## src/design/apfp_pkg.sv

```systemverilog
// Package: shared constants and types of the ASCII position frame parser.
package apfp_pkg;

   localparam int FrameLenDefault = 32;

   // Result status codes
   typedef enum logic [2:0] {
      ST_IGNORED  = 3'd0,
      ST_STORED   = 3'd1,
      ST_VALID    = 3'd2,
      ST_FORMAT   = 3'd3,
      ST_CHECKSUM = 3'd4,
      ST_RANGE    = 3'd5,
      ST_OVERFLOW = 3'd6
   } status_type;

   // Register indexes
   localparam logic REG_POS_MIN = 1'b0;
   localparam logic REG_POS_MAX = 1'b1;

   localparam logic [7:0] CH_OPEN  = 8'h28;
   localparam logic [7:0] CH_CLOSE = 8'h29;
   localparam logic [7:0] CH_COMMA = 8'h2C;
   localparam logic [7:0] CH_AT    = 8'h40;
   localparam logic [7:0] CH_PLUS  = 8'h2B;
   localparam logic [7:0] CH_MINUS = 8'h2D;
   localparam logic [7:0] CH_DOT   = 8'h2E;
   localparam logic [7:0] CH_CR    = 8'h0D;
   localparam logic [7:0] CH_LF    = 8'h0A;
   localparam logic [7:0] PRINT_LO = 8'h20;
   localparam logic [7:0] PRINT_HI = 8'h7E;

   localparam logic [32:0] MAG_CAP = 33'h1_0000_0000 >> 1;

   // Result word toward the output register
   typedef struct packed {
      status_type  status;
      logic        data_valid;
      logic [31:0] position;
      logic [31:0] velocity;
      logic [31:0] frames_seen;
      logic [31:0] frames_good;
      logic [31:0] format_error_count;
      logic [31:0] checksum_error_count;
      logic [31:0] range_error_count;
      logic [31:0] overflow_error_count;
      logic [7:0]  computed_sum;
      logic [7:0]  sent_sum;
   } result_type;

   function automatic logic is_digit(input logic [6:0] c);
      return (c >= 7'h30) && (c <= 7'h39);
   endfunction

   function automatic logic is_hex(input logic [6:0] c);
      return is_digit(c) || ((c >= 7'h41) && (c <= 7'h46)) ||
             ((c >= 7'h61) && (c <= 7'h66));
   endfunction

   function automatic logic [3:0] hex_val(input logic [6:0] c);
      logic [3:0] v;
      v = 4'd0;
      if (is_digit(c))
         v = c[3:0];
      else
         v = c[3:0] + 4'd9;
      return v;
   endfunction

endpackage

```

## src/design/apfp_scan.sv

```systemverilog
// Frame scanner: buffers frame characters and rescans them at the closing byte.
module apfp_scan #(
   parameter int FRAME_LEN = apfp_pkg::FrameLenDefault
) (
   input  logic                     clock,
   input  logic                     reset,
   input  logic                     req_valid,
   output logic                     req_stall,
   input  logic [7:0]               req_rx_byte,
   input  logic signed [31:0]       pos_min,
   input  logic signed [31:0]       pos_max,
   output logic                     res_valid,
   input  logic                     res_stall,
   output apfp_pkg::result_type     res_word
);
   import apfp_pkg::*;

   localparam int AW = $clog2(FRAME_LEN);
   localparam int LW = $clog2(FRAME_LEN + 1);

   // Event counter slots
   localparam int CNT_SEEN     = 0;
   localparam int CNT_GOOD     = 1;
   localparam int CNT_FORMAT   = 2;
   localparam int CNT_CHECKSUM = 3;
   localparam int CNT_RANGE    = 4;
   localparam int CNT_OVERFLOW = 5;

   typedef enum logic [2:0] {
      S_IDLE, S_FIND, S_SUM, S_FLD, S_EVAL, S_OUT
   } state_type;

   // Character store: one write port, one registered read port
   logic [6:0] store_mem [FRAME_LEN];
   logic [6:0] rd_data_ff;
   logic       wr_en;
   logic [AW-1:0] wr_addr, rd_addr;

   state_type  state_ff;
   logic       in_frame_ff;
   logic [LW-1:0] len_ff;
   logic [LW-1:0] idx_ff;       // read address now on the port
   logic       rd_ok_ff;        // rd_data_ff belongs to idx_ff-1
   logic [6:0] prev_ff;
   logic [LW-1:0] mark_ff;
   logic       found_ff;
   logic [6:0] hex_hi_ff, hex_lo_ff;
   logic [7:0] sum_ff;
   // field parse
   logic       fld_ff;          // 0 position, 1 velocity
   logic [1:0] ph_ff;           // 0 sign,1 int,2 frac
   logic       neg_ff, got_ff;
   logic [32:0] ip_ff;
   logic [9:0]  fr_ff;
   logic [1:0]  fcnt_ff;
   logic signed [32:0] pos_ff;
   logic [1:0]  mul_ff;
   logic [43:0] magw_ff;

   logic        last_valid_ff;
   logic [31:0] last_pos_ff, last_vel_ff;
   logic [31:0] vel_out_ff;     // committed velocity; last_vel_ff is written early
   logic [31:0] cnt_ff [6];
   logic [7:0]  csum_ff, ssum_ff;
   status_type  status_ff;
   logic        res_valid_ff;
   result_type  w;

   logic [6:0] ch;
   assign ch = rd_data_ff;

   // Memory
   always_ff @(posedge clock) begin
      if (wr_en) store_mem[wr_addr] <= req_rx_byte[6:0];
      rd_data_ff <= store_mem[rd_addr];
   end

   assign wr_en   = (state_ff == S_IDLE) && req_valid && in_frame_ff &&
                    req_rx_byte != CH_OPEN && req_rx_byte != CH_CLOSE &&
                    req_rx_byte >= PRINT_LO && req_rx_byte <= PRINT_HI &&
                    len_ff < LW'(FRAME_LEN - 1);
   assign wr_addr = len_ff[AW-1:0];
   assign rd_addr = idx_ff[AW-1:0];
   assign req_stall = (state_ff != S_IDLE);
   assign res_valid = res_valid_ff;

   // Magnitude from integer and fraction, then saturate
   logic [43:0] mag_full;
   assign mag_full = magw_ff;

   always_ff @(posedge clock) begin
      if (reset) begin
         state_ff <= S_IDLE;
         in_frame_ff <= 1'b0;
         len_ff <= '0;
         idx_ff <= '0;
         rd_ok_ff <= 1'b0;
         last_valid_ff <= 1'b0;
         last_pos_ff <= '0;
         last_vel_ff <= '0;
         vel_out_ff <= '0;
         for (int k = 0; k < 6; k++) cnt_ff[k] <= '0;
         csum_ff <= '0;
         ssum_ff <= '0;
         res_valid_ff <= 1'b0;
         status_ff <= ST_IGNORED;
      end else begin
         if (res_valid_ff && !res_stall) res_valid_ff <= 1'b0;
         unique case (state_ff)
            S_IDLE: begin
               if (req_valid) begin
                  state_ff <= S_OUT;
                  if (req_rx_byte == CH_OPEN) begin
                     status_ff <= ST_STORED;
                     if (in_frame_ff && len_ff != '0) begin
                        cnt_ff[CNT_FORMAT] <= cnt_ff[CNT_FORMAT] + 32'd1;
                        status_ff <= ST_FORMAT;
                     end
                     len_ff <= '0;
                     in_frame_ff <= 1'b1;
                  end else if (!in_frame_ff) begin
                     status_ff <= ST_IGNORED;
                  end else if (req_rx_byte == CH_CLOSE) begin
                     in_frame_ff <= 1'b0;
                     if (len_ff == '0) begin
                        cnt_ff[CNT_FORMAT] <= cnt_ff[CNT_FORMAT] + 32'd1;
                        last_valid_ff <= 1'b0;
                        status_ff <= ST_FORMAT;
                     end else begin
                        cnt_ff[CNT_SEEN] <= cnt_ff[CNT_SEEN] + 32'd1;
                        last_valid_ff <= 1'b0;
                        found_ff <= 1'b0;
                        idx_ff <= '0;
                        rd_ok_ff <= 1'b0;
                        prev_ff <= '0;
                        state_ff <= S_FIND;
                     end
                  end else if (req_rx_byte == CH_CR || req_rx_byte == CH_LF ||
                               req_rx_byte < PRINT_LO || req_rx_byte > PRINT_HI) begin
                     cnt_ff[CNT_FORMAT] <= cnt_ff[CNT_FORMAT] + 32'd1;
                     last_valid_ff <= 1'b0;
                     len_ff <= '0;
                     in_frame_ff <= 1'b0;
                     status_ff <= ST_FORMAT;
                  end else if (!wr_en) begin
                     cnt_ff[CNT_OVERFLOW] <= cnt_ff[CNT_OVERFLOW] + 32'd1;
                     last_valid_ff <= 1'b0;
                     len_ff <= '0;
                     in_frame_ff <= 1'b0;
                     status_ff <= ST_OVERFLOW;
                  end else begin
                     len_ff <= len_ff + LW'(1);
                     status_ff <= ST_STORED;
                  end
               end
            end
            // Find the last ",@" and capture the last two chars of the buffer
            S_FIND: begin
               if (idx_ff < len_ff) begin
                  idx_ff <= idx_ff + LW'(1);
                  rd_ok_ff <= 1'b1;
               end else begin
                  rd_ok_ff <= 1'b0;
               end
               if (rd_ok_ff) begin
                  prev_ff <= ch;
                  if (prev_ff == CH_COMMA[6:0] && ch == CH_AT[6:0] && idx_ff >= LW'(2)) begin
                     found_ff <= 1'b1;
                     mark_ff <= idx_ff - LW'(2);
                  end
                  if (idx_ff == len_ff - LW'(1)) hex_hi_ff <= ch;
                  if (idx_ff == len_ff) hex_lo_ff <= ch;
               end
               if (rd_ok_ff && idx_ff == len_ff) begin
                  // checks after the whole buffer was seen
                  if (!(found_ff || (prev_ff == CH_COMMA[6:0] && ch == CH_AT[6:0]))) begin
                     cnt_ff[CNT_FORMAT] <= cnt_ff[CNT_FORMAT] + 32'd1;
                     status_ff <= ST_FORMAT;
                     state_ff <= S_OUT;
                  end else begin
                     state_ff <= S_SUM;
                     idx_ff <= '0;
                     rd_ok_ff <= 1'b0;
                     sum_ff <= '0;
                  end
               end
            end
            S_SUM: begin
               if (!(LW'(mark_ff + LW'(4)) == len_ff && len_ff >= LW'(4)) ||
                   !is_hex(hex_hi_ff) || !is_hex(hex_lo_ff)) begin
                  cnt_ff[CNT_FORMAT] <= cnt_ff[CNT_FORMAT] + 32'd1;
                  status_ff <= ST_FORMAT;
                  state_ff <= S_OUT;
               end else begin
                  if (idx_ff < mark_ff) begin
                     idx_ff <= idx_ff + LW'(1);
                     rd_ok_ff <= 1'b1;
                  end else begin
                     rd_ok_ff <= 1'b0;
                  end
                  if (rd_ok_ff) sum_ff <= sum_ff + {1'b0, ch};
                  if ((rd_ok_ff && idx_ff == mark_ff) || mark_ff == '0) begin
                     csum_ff <= sum_ff + (rd_ok_ff ? {1'b0, ch} : 8'd0);
                     ssum_ff <= {hex_val(hex_hi_ff), hex_val(hex_lo_ff)};
                     if ((sum_ff + (rd_ok_ff ? {1'b0, ch} : 8'd0)) !=
                         {hex_val(hex_hi_ff), hex_val(hex_lo_ff)}) begin
                        cnt_ff[CNT_CHECKSUM] <= cnt_ff[CNT_CHECKSUM] + 32'd1;
                        status_ff <= ST_CHECKSUM;
                        state_ff <= S_OUT;
                     end else begin
                        state_ff <= S_FLD;
                        idx_ff <= '0;
                        rd_ok_ff <= 1'b0;
                        fld_ff <= 1'b0;
                        ph_ff <= 2'd0;
                        got_ff <= 1'b0;
                        ip_ff <= '0;
                        fr_ff <= '0;
                        fcnt_ff <= '0;
                        mul_ff <= '0;
                     end
                  end
               end
            end
            // Parse both decimals; a character is read only once the previous one has been taken
            S_FLD: begin
               if (mul_ff != 2'd0) begin
                  // finish field: scale into magw_ff, then saturate
                  if (mul_ff == 2'd1) begin
                     magw_ff <= 44'(ip_ff) * 44'd1000 + 44'(fr_ff);
                     mul_ff <= 2'd2;
                  end else begin
                     logic [32:0] m;
                     m = (mag_full > 44'(MAG_CAP)) ? MAG_CAP : mag_full[32:0];
                     if (!neg_ff && m > MAG_CAP - 33'd1) m = MAG_CAP - 33'd1;
                     mul_ff <= 2'd0;
                     if (fld_ff == 1'b0) begin
                        pos_ff <= neg_ff ? -$signed(m) : $signed(m);
                        fld_ff <= 1'b1;
                        ph_ff <= 2'd0;
                        got_ff <= 1'b0;
                        ip_ff <= '0;
                        fr_ff <= '0;
                        fcnt_ff <= '0;
                        idx_ff <= idx_ff;
                     end else begin
                        last_vel_ff <= neg_ff ? 32'(-$signed(m)) : m[31:0];
                        state_ff <= S_EVAL;
                     end
                  end
               end else begin
                  if (idx_ff < mark_ff && !rd_ok_ff) begin
                     idx_ff <= idx_ff + LW'(1);
                     rd_ok_ff <= 1'b1;
                  end else if (rd_ok_ff) begin
                     rd_ok_ff <= 1'b0;
                  end
                  if (rd_ok_ff || (idx_ff == mark_ff && !rd_ok_ff)) begin
                     logic endf;
                     endf = !rd_ok_ff || (ch == CH_COMMA[6:0]);
                     if (endf) begin
                        if (ph_ff != 2'd2 || !got_ff ||
                            (fld_ff == 1'b0 && !rd_ok_ff) ||
                            (fld_ff == 1'b1 && rd_ok_ff)) begin
                           cnt_ff[CNT_FORMAT] <= cnt_ff[CNT_FORMAT] + 32'd1;
                           status_ff <= ST_FORMAT;
                           state_ff <= S_OUT;
                        end else begin
                           mul_ff <= 2'd1;
                        end
                     end else if (ph_ff == 2'd0) begin
                        if (ch == CH_PLUS[6:0] || ch == CH_MINUS[6:0]) begin
                           neg_ff <= (ch == CH_MINUS[6:0]);
                           ph_ff <= 2'd1;
                        end else begin
                           cnt_ff[CNT_FORMAT] <= cnt_ff[CNT_FORMAT] + 32'd1;
                           status_ff <= ST_FORMAT;
                           state_ff <= S_OUT;
                        end
                     end else if (ph_ff == 2'd1) begin
                        if (is_digit(ch)) begin
                           logic [36:0] t;
                           t = 37'(ip_ff) * 37'd10 + 37'(ch[3:0]);
                           ip_ff <= (t > 37'(MAG_CAP)) ? MAG_CAP : t[32:0];
                           got_ff <= 1'b1;
                        end else if (ch == CH_DOT[6:0] && got_ff) begin
                           ph_ff <= 2'd2;
                           got_ff <= 1'b0;
                        end else begin
                           cnt_ff[CNT_FORMAT] <= cnt_ff[CNT_FORMAT] + 32'd1;
                           status_ff <= ST_FORMAT;
                           state_ff <= S_OUT;
                        end
                     end else begin
                        if (is_digit(ch)) begin
                           got_ff <= 1'b1;
                           if (fcnt_ff != 2'd3) begin
                              fcnt_ff <= fcnt_ff + 2'd1;
                              case (fcnt_ff)
                                 2'd0: fr_ff <= fr_ff + 10'(ch[3:0]) * 10'd100;
                                 2'd1: fr_ff <= fr_ff + 10'(ch[3:0]) * 10'd10;
                                 default: fr_ff <= fr_ff + 10'(ch[3:0]);
                              endcase
                           end
                        end else begin
                           cnt_ff[CNT_FORMAT] <= cnt_ff[CNT_FORMAT] + 32'd1;
                           status_ff <= ST_FORMAT;
                           state_ff <= S_OUT;
                        end
                     end
                  end
               end
            end
            S_EVAL: begin
               if (pos_ff < 33'(pos_min) || pos_ff > 33'(pos_max)) begin
                  cnt_ff[CNT_RANGE] <= cnt_ff[CNT_RANGE] + 32'd1;
                  status_ff <= ST_RANGE;
                  last_vel_ff <= last_vel_ff;
               end else begin
                  last_pos_ff <= pos_ff[31:0];
                  vel_out_ff <= last_vel_ff;
                  cnt_ff[CNT_GOOD] <= cnt_ff[CNT_GOOD] + 32'd1;
                  last_valid_ff <= 1'b1;
                  status_ff <= ST_VALID;
               end
               state_ff <= S_OUT;
            end
            S_OUT: begin
               if (!res_valid_ff || !res_stall) begin
                  res_valid_ff <= 1'b1;
                  res_word <= w;
                  state_ff <= S_IDLE;
               end
            end
            default: state_ff <= S_IDLE;
         endcase
      end
   end

   always_comb begin
      w.status = status_ff;
      w.data_valid = last_valid_ff;
      w.position = last_pos_ff;
      w.velocity = vel_out_ff;
      w.frames_seen = cnt_ff[CNT_SEEN];
      w.frames_good = cnt_ff[CNT_GOOD];
      w.format_error_count = cnt_ff[CNT_FORMAT];
      w.checksum_error_count = cnt_ff[CNT_CHECKSUM];
      w.range_error_count = cnt_ff[CNT_RANGE];
      w.overflow_error_count = cnt_ff[CNT_OVERFLOW];
      w.computed_sum = csum_ff;
      w.sent_sum = ssum_ff;
   end

   assert property (@(posedge clock) disable iff (reset)
      (state_ff != S_IDLE) |-> req_stall) else $error("input taken while busy");
   assert property (@(posedge clock) disable iff (reset)
      (len_ff < LW'(FRAME_LEN))) else $error("frame length beyond store");
   assert property (@(posedge clock) disable iff (reset)
      (state_ff == S_SUM) |=> !in_frame_ff) else $error("frame open during rescan");
endmodule

```

## src/design/ascii_position_frame_parser.sv

```systemverilog
// Top level: ASCII position frame parser with configuration registers.
// One byte word is taken at a time. A plain byte gives its result word through the S_OUT
// state, and the next byte is taken once that word is registered. A closing ')' rescans
// the character store through its single read port: the marker search, the checksum pass,
// the field parse (each character read only after the last one is taken, and a scale step
// then a saturate step per field), then the range check and the output state, which gives
// the result word for the frame. The default store has 32 entries. Frames that fail an
// earlier check return sooner; a stalled result side adds its stall cycles.
module ascii_position_frame_parser #(
   parameter int FRAME_LEN = apfp_pkg::FrameLenDefault
) (
   input  logic        clock,
   input  logic        reset,
   input  logic        req_valid,
   output logic        req_stall,
   input  logic [7:0]  req_rx_byte,
   output logic        rsp_valid,
   input  logic        rsp_stall,
   output logic [2:0]  rsp_status,
   output logic        rsp_data_valid,
   output logic signed [31:0] rsp_position,
   output logic signed [31:0] rsp_velocity,
   output logic [31:0] rsp_frames_seen,
   output logic [31:0] rsp_frames_good,
   output logic [31:0] rsp_format_error_count,
   output logic [31:0] rsp_checksum_error_count,
   output logic [31:0] rsp_range_error_count,
   output logic [31:0] rsp_overflow_error_count,
   output logic [7:0]  rsp_computed_sum,
   output logic [7:0]  rsp_sent_sum,
   input  logic        psel,
   input  logic        penable,
   input  logic        pwrite,
   input  logic [2:2]  paddr,
   input  logic [31:0] pwdata,
   output logic [31:0] prdata,
   output logic        pready
);
   import apfp_pkg::*;

   logic signed [31:0] pos_min_ff, pos_max_ff;
   result_type word;

   // Configuration registers
   assign pready = 1'b1;
   always_ff @(posedge clock) begin
      if (reset) begin
         pos_min_ff <= 32'sd0;
         pos_max_ff <= 32'sd1000000;
      end else if (psel && penable && pwrite) begin
         unique case (paddr[2])
            REG_POS_MIN: pos_min_ff <= pwdata;
            REG_POS_MAX: pos_max_ff <= pwdata;
            default: ;
         endcase
      end
   end
   assign prdata = (paddr[2] == REG_POS_MAX) ? pos_max_ff : pos_min_ff;

   apfp_scan #(.FRAME_LEN(FRAME_LEN)) u_scan (
      .clock, .reset, .req_valid, .req_stall, .req_rx_byte,
      .pos_min(pos_min_ff), .pos_max(pos_max_ff),
      .res_valid(rsp_valid), .res_stall(rsp_stall), .res_word(word)
   );

   assign rsp_status = word.status;
   assign rsp_data_valid = word.data_valid;
   assign rsp_position = word.position;
   assign rsp_velocity = word.velocity;
   assign rsp_frames_seen = word.frames_seen;
   assign rsp_frames_good = word.frames_good;
   assign rsp_format_error_count = word.format_error_count;
   assign rsp_checksum_error_count = word.checksum_error_count;
   assign rsp_range_error_count = word.range_error_count;
   assign rsp_overflow_error_count = word.overflow_error_count;
   assign rsp_computed_sum = word.computed_sum;
   assign rsp_sent_sum = word.sent_sum;
endmodule
```

## config.mk

```make
export PLATFORM = sky130hd
export DESIGN_NAME = ascii_position_frame_parser
export DESIGN_NICKNAME = d
export VERILOG_FILES = /design/src/design/apfp_pkg.sv /design/src/design/apfp_scan.sv /design/src/design/ascii_position_frame_parser.sv
export SDC_FILE = /design/constraint.sdc
export NUM_CORES = 2
export LEC_CHECK = 0
export ABC_AREA = 1
export ABC_CLOCK_PERIOD_IN_PS = 15500
export BUFFER_PORTS_ARGS = -buffer_cell sky130_fd_sc_hd__clkbuf_2
export CAP_MARGIN = 20
export CORE_MARGIN = 4
export CORE_UTILIZATION = 40
export CTS_CLUSTER_DIAMETER = 50
export CTS_CLUSTER_SIZE = 25
export DETAILED_ROUTE_END_ITERATION = 8
export GPL_TIMING_DRIVEN = 0
export PLACE_DENSITY = 0.63
export SLEW_MARGIN = 20
export SYNTH_ARGS = -nofsm -noshare
export SYNTH_HDL_FRONTEND = slang
export SYNTH_SLANG_ARGS = --single-unit
```

## constraint.sdc

```tcl
create_clock -name clock -period 15.5 [get_ports clock]
set_clock_uncertainty 0.05 [all_clocks]
set_input_delay 1.55 -clock clock [delete_from_list [all_inputs] [get_ports clock]]
set_output_delay 1.55 -clock clock [all_outputs]
set_load 0.02 [all_outputs]
```

==> reports/metrics.cfg <==
[cells_and_area]
multi_input_area_um2=25010
fillers=13750
final-seq-area_um2=29840
final_cell_mix=1065 x nand2_1, 959 x inv_1, 857 x edfxtp_1, 749 x nor2_1, 460 x o21ai_0
areaGrowthSynthToFinish_pct=13.82
drive_gt1_share_pct=11.03
design_area_um2=67210
final_common_cell=nand2_1
final_nets=7371

[yosys]
async_reset_ff_share_pct=0
syn-instance-count=6388
yosysUniqueCellTypes=71
yosys_warnings=0
synth_ff_type=edfxtp_1
synth-edff-count=857
ys_top_cells_by_area=edfxtp_1 44%, dfxtp_1 6.9%, nand2_1 6.8%
synth_area_leader_cell=edfxtp_1
ys_seq_elements=1062
synth_sequential_area_ratio_pct=50.53
synth.avg_cell_area_um2=9.244
netlist.area_leader.share_pct=43.58
netlist_area_um2=59050

[power]
powerDensity_nw_per_um2=101.3
p_leak_nw=27.59
p_int_mw=4.819
switching_share_pct=29.21
power.switching_mw=1.988
peakVddDrop_uv=92.61
clkPwrFrac_pct=37.6
combPwrFrac_pct=13.4
power_mw=6.807
power_frac_seq_pct=48.9

[sta]
hold_ws_ps=379.1
fin_ws_ps=9276
setup_viol=0
worst_slew_pin_slew_ps=1060
fin_crit_sh_pct=40.15
fmaxAchievable_mhz=160.7
finalCriticalPeriod_ps=6224
hold_viol=0
maxSlewViolCount=0
slew_headroom_pct=29.25
rsz0062_at_grt=false

[worst_hold_path]
hold_path.startpoint=u_scan.vel_out_ff[19]
min_path_type=register to register
holdPathEnd=u_scan.res_word[227]
worstHoldPathCells=0

[job]
maxCapViolations=0

[placed_design]
pre_cts_ws_ps=9379
finalWeightedCongestion=0.9437
io_buffers=357
hpwl_um=124600
place_area_um2=63690

[critical_path]
path_class=register to register
cp.arrival_ps=6610
reg2reg_depth=20
cp_max_fo=5
critical_path_required_ps=15880
reg2reg_from=u_scan.ip_ff[5]
r2r_slack_ps=9280
start_kind=register
end_kind=register
rr_endpoint=u_scan.mag_full[42]

[route]
drc=0
vias=45560
vias_per_cell=5.129
drtIter0Drc=3205
routed_wl_um=159700
antenna_left=0
wl_per_cell_um=17.99
drtPass1Iterations=6

[floorplan]
fp.dieH_um=392.2
core_region_area_um2=146100
initial_core_util_pct=40.42
io_pins=359
rows=140
die_area_um2=153800
fp.dieW_um=392.2

[clock_network]
cts_resized=0
clk_latency_ps=730
clock_sinks=1062
cts_root_buf=clkbuf_16
cts_setup_buffers=0
cts_buffers=98
h-tree-depth=3
clkTransAtPathRegs_ps=80
tritoncts=built
ctsHoldBuffers=0
clk_path_buf_depth=3

[global_route]
grt.overflow.total=0
grt_max_degree=36
antenna_found_initial=3
grt_pass1_vias=44420
grt_pass1_wl_um=247700
track_usage_pct=20.38

[outcome]
outcome=finished, final reports clean

==> through the flow <==
step / instances / utilization [%] / TNS (ps)
5_1_grt: 8881 / 46.01 / 0
3_5_place_dp: 8697 / 43.60 / 0
4_1_cts: 8880 / 46.00 / 0
2_1_floorplan: 6395 / - / 0
6_report: 8882 / 46.01 / 0
3_3_place_gp: 8669 / 43.31 / -1296850
==> area by class of cell <==
cell class / instances / area share [%]
clock buffer: 103 / 3.755
buffer: 145 / 0.8786
tap: 1917 / 3.569
clock inverter: 80 / 1.467
sequential: 1062 / 44.39
timing repair buffer: 385 / 3.215
inverter: 987 / 5.512
antenna: 2 / 0.007446
multi-input combinational: 4201 / 37.20
==> Yosys cell counts, types with 122 or more instances <==
master    instances
clkbuf_1        122
o21ai_0         460
fa_1            132
edfxtp_1        857
ha_1            311
nand4_1         128
nand2_1        1071
nor2_1          750
xor2_1          137
a21oi_1         374
nand3_1         251
dfxtp_1         205
inv_1           959
==> sequential cells by signal, summed over array words and instances (netlist names), 7 cells and up <==
name	count
u_scan.hex_lo_ff	7
u_scan.ch	7
u_scan.csum_ff	8
u_scan.mag_full	44
u_scan.sum_ff	8
u_scan.last_pos_ff	32
u_scan.last_vel_ff	32
u_scan.cnt_ff	192
u_scan.pos_ff	33
u_scan.prev_ff	7
u_scan.res_word	276
u_scan.store_mem	224
pos_min_ff	32
u_scan.ip_ff	33
u_scan.hex_hi_ff	7
u_scan.fr_ff	10
u_scan.vel_out_ff	32
pos_max_ff	32
u_scan.ssum_ff	8
==> worst max-delay path by stage <==
stage | depth (start not counted) | endpoint | from
after detailed placement | 20 | u_scan.mag_full[42] | u_scan.ip_ff[10]
final | 20 | u_scan.mag_full[42] | u_scan.ip_ff[5]
after CTS | 20 | u_scan.mag_full[42] | u_scan.ip_ff[5]
after floorplan | 5 | u_scan.res_word[0] | reset
after global routing | 22 | u_scan.mag_full[42] | u_scan.ip_ff[1]
after global placement | 6 | u_scan.res_word[226] | reset
==> cell families (layout without fill, tap and decap cells) <==
| family | Yosys count | after routing | share of synthesized area, % |
|---|---|---|---|
| DFF | 1062 | 1062 | 50.53 |
| and+or+nand+nor | 2550 | 2550 | 19.12 |
| muxes | 1 | 1 | 0.01907 |
| adders and majority gates | 443 | 443 | 11.06 |
| xor gates and xnor gates | 194 | 194 | 2.877 |
| buffers and inverters | 1132 | 1700 | 7.274 |
| AOI/OAI and AO/OA | 1004 | 1004 | 9.100 |
| other | 2 | 11 | 0.01272 |
==> metal layers <==
metal / vias up / part of all wire (%) / GRT usage [%]
met4: 2 / 3.3 / 6.754
met1: 21520 / 43 / 26.96
met2: 1358 / 47 / 34.51
met5: - / 0.0081 / 0
li1: 22410 / - / -
met3: 266 / 6.0 / 2.818
==> power groups by stage <==
stage | clock (mW) | sequential, mW | combinational, mW
after global placement | 0 | 3.44 | 0.877
after detailed placement | 0 | 3.40 | 0.910
after CTS | 2.61 | 3.33 | 0.915
after global routing | 2.73 | 3.35 | 1.03
final | 2.56 | 3.33 | 0.912
after floorplan | 0 | 3.45 | 0.566
==> worst max-delay path, cell delays in order (launching register included) <==
cell and delay [ps]:
edfxtp_1 540, inv_1 290, fa_1 490, fa_1 540
fa_1 440, fa_1 510, inv_1 40, ha_1 370
nand2_1 120, nor2_1 190, inv_1 110, nor4_1 460
a21oi_1 160, xnor2_1 330, nand2_1 140, inv_1 130
nand3_1 90, nor4_1 660, nand3_1 150, nand2_1 90
nand2_1 40
(Power assumes the default switching activity.)
